$ cat src/rtl/core/rgbfb_pkg.sv
`timescale 1ns / 1ps
`default_nettype none

package rgbfb_pkg;

  localparam int COLUMNS_DEF = 32;
  localparam int BYTE_W      = 8;
  localparam int COLORS      = 3;
  localparam int HALVES      = 2;
  localparam int DATA_W      = BYTE_W * COLORS * HALVES;
  localparam int ROW_W       = 3;

  typedef enum logic [1:0] {
    OP_SET  = 2'd0,
    OP_ROT  = 2'd1,
    OP_SCAN = 2'd2,
    OP_NONE = 2'd3
  } op_e;

  typedef enum logic [1:0] {
    ST_IDLE,
    ST_PIX_WR,
    ST_SCAN
  } state_e;

  typedef struct packed {
    logic             issue;
    logic             last;
    logic             ent_vld;
    logic [ROW_W-1:0] row;
  } scan_tag_t;

endpackage

`default_nettype wire

$ cat src/rtl/core/rgbfb_ram.sv
`timescale 1ns / 1ps
`default_nettype none

module rgbfb_ram #(
  parameter int WIDTH = 8,
  parameter int DEPTH = 32,
  localparam int AW   = (DEPTH > 1) ? $clog2(DEPTH) : 1
) (
  input  wire logic             clk_i,
  input  wire logic             re_i,
  input  wire logic [AW-1:0]    raddr_i,
  output logic      [WIDTH-1:0] rdata_o,
  input  wire logic             we_i,
  input  wire logic [AW-1:0]    waddr_i,
  input  wire logic [WIDTH-1:0] wdata_i
);

  logic [WIDTH-1:0] mem [DEPTH];
  logic [WIDTH-1:0] rdata_q;

  always_ff @(posedge clk_i) begin
    if (we_i) begin
      mem[waddr_i] <= wdata_i;
    end
    if (re_i) begin
      rdata_q <= mem[raddr_i];
    end
  end

  assign rdata_o = rdata_q;

endmodule

`default_nettype wire

$ cat src/rtl/core/rgbfb_ctrl.sv
`timescale 1ns / 1ps
`default_nettype none

module rgbfb_ctrl
  import rgbfb_pkg::*;
#(
  parameter int COLUMNS = COLUMNS_DEF,
  localparam int AW     = (COLUMNS > 1) ? $clog2(COLUMNS) : 1
) (
  input  wire logic              clk_i,
  input  wire logic              rst_ni,
  input  wire logic              in_valid_i,
  output logic                   in_ready_o,
  input  wire logic [1:0]        operation_i,
  input  wire logic [4:0]        pixel_x_i,
  input  wire logic [3:0]        pixel_y_i,
  input  wire logic [2:0]        color_i,
  input  wire logic [ROW_W-1:0]  scan_row_i,
  input  wire logic              pipe_free_i,
  input  wire logic              pipe_busy_i,
  output logic                   ram_re_o,
  output logic [AW-1:0]          ram_raddr_o,
  output logic                   ram_we_o,
  output logic [AW-1:0]          ram_waddr_o,
  output logic [DATA_W-1:0]      ram_wdata_o,
  input  wire logic [DATA_W-1:0] ram_rdata_i,
  output scan_tag_t              tag_o
);

  localparam int SW = AW + 1;

  state_e             state_q, state_d;
  logic [AW-1:0]      off_q, off_d;
  logic [COLUMNS-1:0] vld_q, vld_d;
  logic [AW-1:0]      waddr_q, waddr_d;
  logic [3:0]         y_q, y_d;
  logic [2:0]         color_q, color_d;
  logic [ROW_W-1:0]   row_q, row_d;
  logic [AW-1:0]      col_q, col_d;
  logic               done_q, done_d;
  logic               ent_vld_q, ent_vld_d;

  logic               accept;
  logic               x_in_range;
  logic [AW-1:0]      x_phys;
  logic [AW-1:0]      col_phys;
  logic [DATA_W-1:0]  old_data;
  logic [DATA_W-1:0]  new_data;

  function automatic logic [AW-1:0] to_phys(logic [AW-1:0] c, logic [AW-1:0] off);
    logic [SW-1:0] sum;
    sum = SW'(c) + SW'(off);
    if (sum >= SW'(COLUMNS)) begin
      sum = sum - SW'(COLUMNS);
    end
    return sum[AW-1:0];
  endfunction

  assign in_ready_o = (state_q == ST_IDLE);
  assign accept     = in_valid_i && in_ready_o;
  assign x_in_range = (int'(pixel_x_i) < COLUMNS);
  assign x_phys     = to_phys(AW'(pixel_x_i), off_q);
  assign col_phys   = to_phys(col_q, off_q);
  assign old_data   = ent_vld_q ? ram_rdata_i : '0;

  always_comb begin
    new_data = old_data;
    for (int b = 0; b < COLORS * HALVES; b++) begin
      for (int j = 0; j < BYTE_W; j++) begin
        if ((1'(b / COLORS) == y_q[3]) && (3'(j) == ~y_q[2:0])) begin
          new_data[b*BYTE_W + j] = color_q[COLORS - 1 - (b % COLORS)];
        end
      end
    end
  end

  always_comb begin
    state_d     = state_q;
    off_d       = off_q;
    vld_d       = vld_q;
    waddr_d     = waddr_q;
    y_d         = y_q;
    color_d     = color_q;
    row_d       = row_q;
    col_d       = col_q;
    done_d      = done_q;
    ent_vld_d   = ent_vld_q;
    ram_re_o    = 1'b0;
    ram_raddr_o = x_phys;
    ram_we_o    = 1'b0;
    ram_waddr_o = waddr_q;
    ram_wdata_o = new_data;
    tag_o       = '0;
    tag_o.row   = row_q;

    case (state_q)
      ST_IDLE: begin
        if (accept) begin
          case (op_e'(operation_i))
            OP_SET: begin
              if (x_in_range) begin
                ram_re_o  = 1'b1;
                waddr_d   = x_phys;
                ent_vld_d = vld_q[x_phys];
                y_d       = pixel_y_i;
                color_d   = color_i;
                state_d   = ST_PIX_WR;
              end
            end
            OP_ROT: begin
              off_d = (off_q == '0) ? AW'(COLUMNS - 1) : off_q - 1'b1;
            end
            OP_SCAN: begin
              row_d   = scan_row_i;
              col_d   = '0;
              done_d  = 1'b0;
              state_d = ST_SCAN;
            end
            default: begin
            end
          endcase
        end
      end
      ST_PIX_WR: begin
        ram_we_o        = 1'b1;
        vld_d[waddr_q]  = 1'b1;
        state_d         = ST_IDLE;
      end
      ST_SCAN: begin
        ram_raddr_o = col_phys;
        if (!done_q && pipe_free_i) begin
          ram_re_o      = 1'b1;
          tag_o.issue   = 1'b1;
          tag_o.last    = (col_q == AW'(COLUMNS - 1));
          tag_o.ent_vld = vld_q[col_phys];
          col_d         = col_q + 1'b1;
          if (col_q == AW'(COLUMNS - 1)) begin
            done_d = 1'b1;
          end
        end
        if (done_q && !pipe_busy_i) begin
          state_d = ST_IDLE;
        end
      end
      default: begin
        state_d = ST_IDLE;
      end
    endcase
  end

  always_ff @(posedge clk_i or negedge rst_ni) begin
    if (!rst_ni) begin
      state_q <= ST_IDLE;
      off_q   <= '0;
      vld_q   <= '0;
      done_q  <= 1'b0;
    end else begin
      state_q <= state_d;
      off_q   <= off_d;
      vld_q   <= vld_d;
      done_q  <= done_d;
    end
  end

  always_ff @(posedge clk_i) begin
    waddr_q   <= waddr_d;
    y_q       <= y_d;
    color_q   <= color_d;
    row_q     <= row_d;
    col_q     <= col_d;
    ent_vld_q <= ent_vld_d;
  end

endmodule

`default_nettype wire

$ cat src/rtl/core/rgbfb_out.sv
`timescale 1ns / 1ps
`default_nettype none

module rgbfb_out
  import rgbfb_pkg::*;
(
  input  wire logic              clk_i,
  input  wire logic              rst_ni,
  input  wire scan_tag_t         tag_i,
  input  wire logic [DATA_W-1:0] ram_rdata_i,
  output logic                   pipe_free_o,
  output logic                   pipe_busy_o,
  output logic                   out_valid_o,
  input  wire logic              out_ready_i,
  output logic                   upper_red_o,
  output logic                   upper_green_o,
  output logic                   upper_blue_o,
  output logic                   lower_red_o,
  output logic                   lower_green_o,
  output logic                   lower_blue_o,
  output logic [ROW_W-1:0]       row_address_o,
  output logic                   latch_last_o
);

  logic                       rd_vld_q;
  scan_tag_t                  rd_tag_q;
  logic                       out_valid_q;
  logic [COLORS*HALVES-1:0]   bits_q, bits_d;
  logic [ROW_W-1:0]           row_addr_q;
  logic                       last_q;
  logic                       move;
  logic [DATA_W-1:0]          dat;

  assign move        = rd_vld_q && (!out_valid_q || out_ready_i);
  assign pipe_free_o = !rd_vld_q || move;
  assign pipe_busy_o = rd_vld_q;
  assign dat         = rd_tag_q.ent_vld ? ram_rdata_i : '0;

  // one bit of the selected row from every color byte
  always_comb begin
    logic [BYTE_W-1:0] plane;
    plane = '0;
    for (int b = 0; b < COLORS * HALVES; b++) begin
      plane     = dat[b*BYTE_W +: BYTE_W];
      bits_d[b] = plane[rd_tag_q.row];
    end
  end

  always_ff @(posedge clk_i or negedge rst_ni) begin
    if (!rst_ni) begin
      rd_vld_q    <= 1'b0;
      out_valid_q <= 1'b0;
    end else begin
      if (tag_i.issue) begin
        rd_vld_q <= 1'b1;
      end else if (move) begin
        rd_vld_q <= 1'b0;
      end
      if (move) begin
        out_valid_q <= 1'b1;
      end else if (out_ready_i) begin
        out_valid_q <= 1'b0;
      end
    end
  end

  always_ff @(posedge clk_i) begin
    if (tag_i.issue) begin
      rd_tag_q <= tag_i;
    end
    if (move) begin
      bits_q     <= bits_d;
      row_addr_q <= ~rd_tag_q.row;
      last_q     <= rd_tag_q.last;
    end
  end

  assign out_valid_o   = out_valid_q;
  assign upper_red_o   = bits_q[0];
  assign upper_green_o = bits_q[1];
  assign upper_blue_o  = bits_q[2];
  assign lower_red_o   = bits_q[3];
  assign lower_green_o = bits_q[4];
  assign lower_blue_o  = bits_q[5];
  assign row_address_o = row_addr_q;
  assign latch_last_o  = last_q;

endmodule

`default_nettype wire

$ cat src/rtl/core/rgb_matrix_framebuffer_scanout.sv
`timescale 1ns / 1ps
`default_nettype none

// Frame buffer and row scanout for a two-half RGB LED matrix, one bit per color per
// pixel, held in one synchronous RAM of COLUMNS words of 48 bits. Operation 0 writes
// one pixel as a read-modify-write of its column word; a column beyond the panel is
// dropped. Operation 1 rotates all columns right by stepping a column offset register,
// so no data moves in the RAM. Operation 2 emits COLUMNS beats, one column per cycle
// while the sink is ready, through the RAM read register and the output register; the
// single RAM read port sets that rate. The buffer reads as all zeros after reset
// through per-column valid bits, so there is no clearing pass. Output enable, row
// dwell and row sequencing belong to the caller.

module rgb_matrix_framebuffer_scanout
  import rgbfb_pkg::*;
#(
  parameter int COLUMNS = COLUMNS_DEF
) (
  input  wire logic             clk_i,
  input  wire logic             rst_ni,
  input  wire logic             in_valid_i,
  output logic                  in_ready_o,
  input  wire logic [1:0]       operation_i,
  input  wire logic [4:0]       pixel_x_i,
  input  wire logic [3:0]       pixel_y_i,
  input  wire logic [2:0]       color_i,
  input  wire logic [ROW_W-1:0] scan_row_i,
  output logic                  out_valid_o,
  input  wire logic             out_ready_i,
  output logic                  upper_red_o,
  output logic                  upper_green_o,
  output logic                  upper_blue_o,
  output logic                  lower_red_o,
  output logic                  lower_green_o,
  output logic                  lower_blue_o,
  output logic [ROW_W-1:0]      row_address_o,
  output logic                  latch_last_o
);

  localparam int AW = (COLUMNS > 1) ? $clog2(COLUMNS) : 1;

  logic              ram_re;
  logic [AW-1:0]     ram_raddr;
  logic              ram_we;
  logic [AW-1:0]     ram_waddr;
  logic [DATA_W-1:0] ram_wdata;
  logic [DATA_W-1:0] ram_rdata;
  logic              pipe_free;
  logic              pipe_busy;
  scan_tag_t         tag;

  rgbfb_ctrl #(
    .COLUMNS(COLUMNS)
  ) u_ctrl (
    .clk_i      (clk_i),
    .rst_ni     (rst_ni),
    .in_valid_i (in_valid_i),
    .in_ready_o (in_ready_o),
    .operation_i(operation_i),
    .pixel_x_i  (pixel_x_i),
    .pixel_y_i  (pixel_y_i),
    .color_i    (color_i),
    .scan_row_i (scan_row_i),
    .pipe_free_i(pipe_free),
    .pipe_busy_i(pipe_busy),
    .ram_re_o   (ram_re),
    .ram_raddr_o(ram_raddr),
    .ram_we_o   (ram_we),
    .ram_waddr_o(ram_waddr),
    .ram_wdata_o(ram_wdata),
    .ram_rdata_i(ram_rdata),
    .tag_o      (tag)
  );

  rgbfb_ram #(
    .WIDTH(DATA_W),
    .DEPTH(COLUMNS)
  ) u_ram (
    .clk_i  (clk_i),
    .re_i   (ram_re),
    .raddr_i(ram_raddr),
    .rdata_o(ram_rdata),
    .we_i   (ram_we),
    .waddr_i(ram_waddr),
    .wdata_i(ram_wdata)
  );

  rgbfb_out u_out (
    .clk_i        (clk_i),
    .rst_ni       (rst_ni),
    .tag_i        (tag),
    .ram_rdata_i  (ram_rdata),
    .pipe_free_o  (pipe_free),
    .pipe_busy_o  (pipe_busy),
    .out_valid_o  (out_valid_o),
    .out_ready_i  (out_ready_i),
    .upper_red_o  (upper_red_o),
    .upper_green_o(upper_green_o),
    .upper_blue_o (upper_blue_o),
    .lower_red_o  (lower_red_o),
    .lower_green_o(lower_green_o),
    .lower_blue_o (lower_blue_o),
    .row_address_o(row_address_o),
    .latch_last_o (latch_last_o)
  );

endmodule

`default_nettype wire

$ cat config.mk
export PLATFORM = sky130hd
export DESIGN_NAME = rgb_matrix_framebuffer_scanout
export DESIGN_NICKNAME = d
export VERILOG_FILES = /design/src/rtl/core/rgbfb_pkg.sv /design/src/rtl/core/rgbfb_ram.sv /design/src/rtl/core/rgbfb_ctrl.sv /design/src/rtl/core/rgbfb_out.sv /design/src/rtl/core/rgb_matrix_framebuffer_scanout.sv
export SDC_FILE = /design/constraint.sdc
export NUM_CORES = 2
export LEC_CHECK = 0
export BUFFER_PORTS_ARGS = -buffer_cell sky130_fd_sc_hd__buf_2
export CAP_MARGIN = 5
export CORE_MARGIN = 2
export CORE_UTILIZATION = 50
export DETAILED_ROUTE_END_ITERATION = 16
export GPL_TIMING_DRIVEN = 0
export PLACE_DENSITY = 0.77
export SLEW_MARGIN = 15
export SYNTH_ARGS = -nofsm -noshare
export SYNTH_HDL_FRONTEND = slang
export SYNTH_SLANG_ARGS = --single-unit
$ cat constraint.sdc
create_clock -name clk_i -period 3.9 [get_ports clk_i]
set_clock_uncertainty 0.05 [all_clocks]
set_input_delay 0.39 -clock clk_i [delete_from_list [all_inputs] [get_ports clk_i]]
set_output_delay 0.39 -clock clk_i [all_outputs]
set_load 0.01 [all_outputs]
==> impl_metrics.json <==
{
  "outcome": "finished, violations left",
  "violations": "negative setup slack",
  "fmax_mhz": 254,
  "timing_hold_violations_final": 0,
  "synthArstFlopShare_pct": 2.53,
  "dieHeight_microns": 367,
  "synth_edf_count": 1620,
  "root_buffer": "clkbuf_16",
  "cts_tree": "done",
  "synthCells": 4594,
  "final_common_cell": "edfxtp_1",
  "dieArea_sq_um": 135000,
  "ys_ff_latch": 1662,
  "grt_max_degree": 49,
  "drt-total-wl_microns": 189000,
  "fin_crit_sh_pct": 101,
  "crit_path_end": "u_ram.rdata_o[20]",
  "worst-r2r-cell-count": 12,
  "routedWlPerCell_microns": 27.8,
  "nFillCells": 9466,
  "grt_use_total_pct": 27.5,
  "via_count": 43200,
  "crit_start": "u_ctrl.off_q[0]",
  "io_buffer_count": 32,
  "path_class": "reg2reg",
  "worst_r2r_endpoint": "u_ram.rdata_o[20]",
  "gp_congestion": 0.873,
  "cp_max_fo": 13,
  "start_util_pct": 50.3,
  "ys_types": 48,
  "drtIter0Drc": 7140,
  "cts.reportedPaths.clkPinSlew_ps": 60,
  "cpPeakStageDelay_ps": 430,
  "drcViolationCount": 0,
  "cp-start-kind": "flop",
  "hpwl_microns": 127000,
  "rows": 133,
  "clock_sinks": 1662,
  "htreeDepth": 4,
  "area_delta_synth_final_pct": 15.9,
  "synth-main-ff-cell": "edfxtp_1",
  "finalCoreUtilization_pct": 58.3,
  "grt_overflow": 0,
  "io_pins": 33,
  "grt_pass1_wl_microns": 273000,
  "yosys_warnings": 0,
  "min_period_ps": 3930,
  "worst_slew_margin_rel_pct": 16.0,
  "numCtsBuffers": 164,
  "synth_fp_nets": 4629,
  "yosys-top-cells-area": "edfxtp_1 74%, nand2_1 7.2%, nand3_1 3.7%",
  "synth_seq_area_share_pct": 75.4,
  "final_nets": 4956,
  "path_buf_inv": 3,
  "die_x_microns": 367,
  "tightestPinTransition_ps": 1250,
  "rsz0062_at_grt": "yes",
  "first_pass_iters": 6,
  "cp.required_ps": 4390,
  "synth_top_area_share_pct": 73.8,
  "cap_violations": 0,
  "antenna_found_initial": 11,
  "worst_setup_path_end_kind": "flop",
  "layout-drive-gt1-share_pct": 16.5,
  "coreArea_sq_um": 131000,
  "grt_pass1_vias": 42100,
  "insertion_delay_ps": 780,
  "synth_top_area_cell": "edfxtp_1",
  "critPathArrivalTime_ps": 4420,
  "synth.cell_area_sq_um": 65900,
  "crit_slowest_cell": "dfrtp_1",
  "crit_family": "buffers and inverters",
  "r2r-start": "u_ctrl.off_q[0]",
  "path_depth": 12,
  "regToRegSetupSlack_ps": -30,
  "final_max_slew_viol_count": 0,
  "final_cell_mix": "1620 x edfxtp_1, 1270 x nand2_1, 484 x nand3_1",
  "via_per_inst": 6.33,
  "cp_cell_sequence": "ha_1, fa_1, xor2_2, mux2i_1, nor2_2, buf_4, buf_6, buf_2, nand3_1, a31oi_1, a21oi_1, mux2_2",
  "setup_violations": 1,
  "hold_path.class": "in2reg",
  "setup_ws_ps": -32.0,
  "synth_area_per_cell_sq_um": 14.3,
  "postRouteAntennaNets": 0,
  "clk_path_buf_depth": 3
}
layout make-up:
class	instances	area, sq um	area share, %
clock inverter	105	923	1.21
clock buffer	194	4250	5.56
sequential	1662	49700	65.1
multi-input combinational	2644	15200	19.9
antenna	10	25.0	0.0328
tap	1755	2200	2.87
timing repair buffer	163	2270	2.97
inverter	9	33.8	0.0442
buffer	277	1760	2.31
cells by family (layout without fill, tap and decap cells):
| logic type | count (synthesis) | in the layout | synth area share, % |
|---|---|---|---|
| and+or+nand+nor | 1931 | 1931 | 12.4 |
| adders and majority gates | 14 | 14 | 0.289 |
| other | 0 | 10 | 0 |
| muxes | 280 | 280 | 4.97 |
| xor gates and xnor gates | 15 | 15 | 0.222 |
| DFF | 1662 | 1662 | 75.4 |
| buffers and inverters | 288 | 748 | 2.41 |
| AOI/OAI and AO/OA | 404 | 404 | 4.33 |
per-layer routing:
layer	vias up	GRT usage [%]	routed length, microns
li1	17900	-	-
met1	21200	36.1	66400
met2	3526	42.8	87900
met3	624	6.36	24800
met4	2	14.8	10300
met5	-	0	13
state kept, by name, summed over array words and instances (netlist names), 5 cells and up:
register	flops
u_ctrl.col_q	5
u_ctrl.off_q	5
u_ctrl.ram_waddr_o	5
u_ctrl.vld_q	32
u_out.bits_q	6
u_out.rd_tag_q	5
u_ram.mem	1536
u_ram.rdata_o	48
worst register-to-register path: stages, from the launching register on:
cell and delay [ps]:
dfrtp_1 430, ha_1 220, fa_1 430, xor2_2 370, mux2i_1 260, nor2_2 170
buf_4 180, buf_6 320, buf_2 360, nand3_1 120, a31oi_1 430, a21oi_1 80
mux2_2 290
synthesized netlist by cell type, types with 3 or more instances:
cell      count
edfxtp_1   1620
nand2_1    1270
nand3_1     484
mux2i_1     197
a32oi_1     192
buf_2       128
o21ai_0      87
clkbuf_1     82
nor2_1       53
a21oi_1      51
mux2_2       49
a31oi_1      48
nand4_1      48
dfrtp_1      42
buf_4        38
or2_2        33
mux4_2       32
buf_6        24
ha_1         12
nand2b_1     10
o21ai_1      10
inv_1         9
nor3_1        9
xnor2_1       9
a21boi_0      6
nand3b_1      6
buf_1         5
a21o_1        4
nor2_2        4
xor2_1        4
and2_1        3
nor2b_1       3
metrics by stage:
step / setup WS, ps / setup TNS [ps] / instances / hold slack, ps / area (sq um)
floorplan: 312 / 0 / 4594 / 44.4 / 65900
global placement: -2240 / -3395520 / 6381 / 352 / 68300
detailed placement: -730 / -26680 / 6490 / 355 / 70600
CTS: 3.77 / 0 / 6808 / 82.1 / 76100
global route: -55.7 / -232 / 6812 / 110 / 76400
finish: -32.0 / -32.0 / 6819 / 126 / 76400
worst min path at each step:
stage	from	cells past startpoint	end	slack (ps)
final	pixel_x_i[4]	3	u_ctrl.ram_waddr_o[4]	130
after floorplan	rst_ni	0	u_ctrl.done_q	40
after CTS	pixel_x_i[4]	3	u_ctrl.ram_waddr_o[4]	80
after detailed placement	u_ctrl.row_q[1]	0	u_out.rd_tag_q[1]	350
after global routing	pixel_x_i[4]	3	u_ctrl.ram_waddr_o[4]	110
after global placement	u_ctrl.row_q[1]	0	u_out.rd_tag_q[1]	350
timing repair:
action / 4_1_cts / 5_1_grt
buffers inserted: 2 / 2
endpoints found under the hold margin: 67 / 0
pin swaps: 1 / 1
hold buffers: 18 / 0
setup endpoints to repair: 48 / 48
resized for setup: 40 / 118
Power is not shown: default switching activity piles up to over one toggle a cycle in this logic, so the estimate is an artifact.
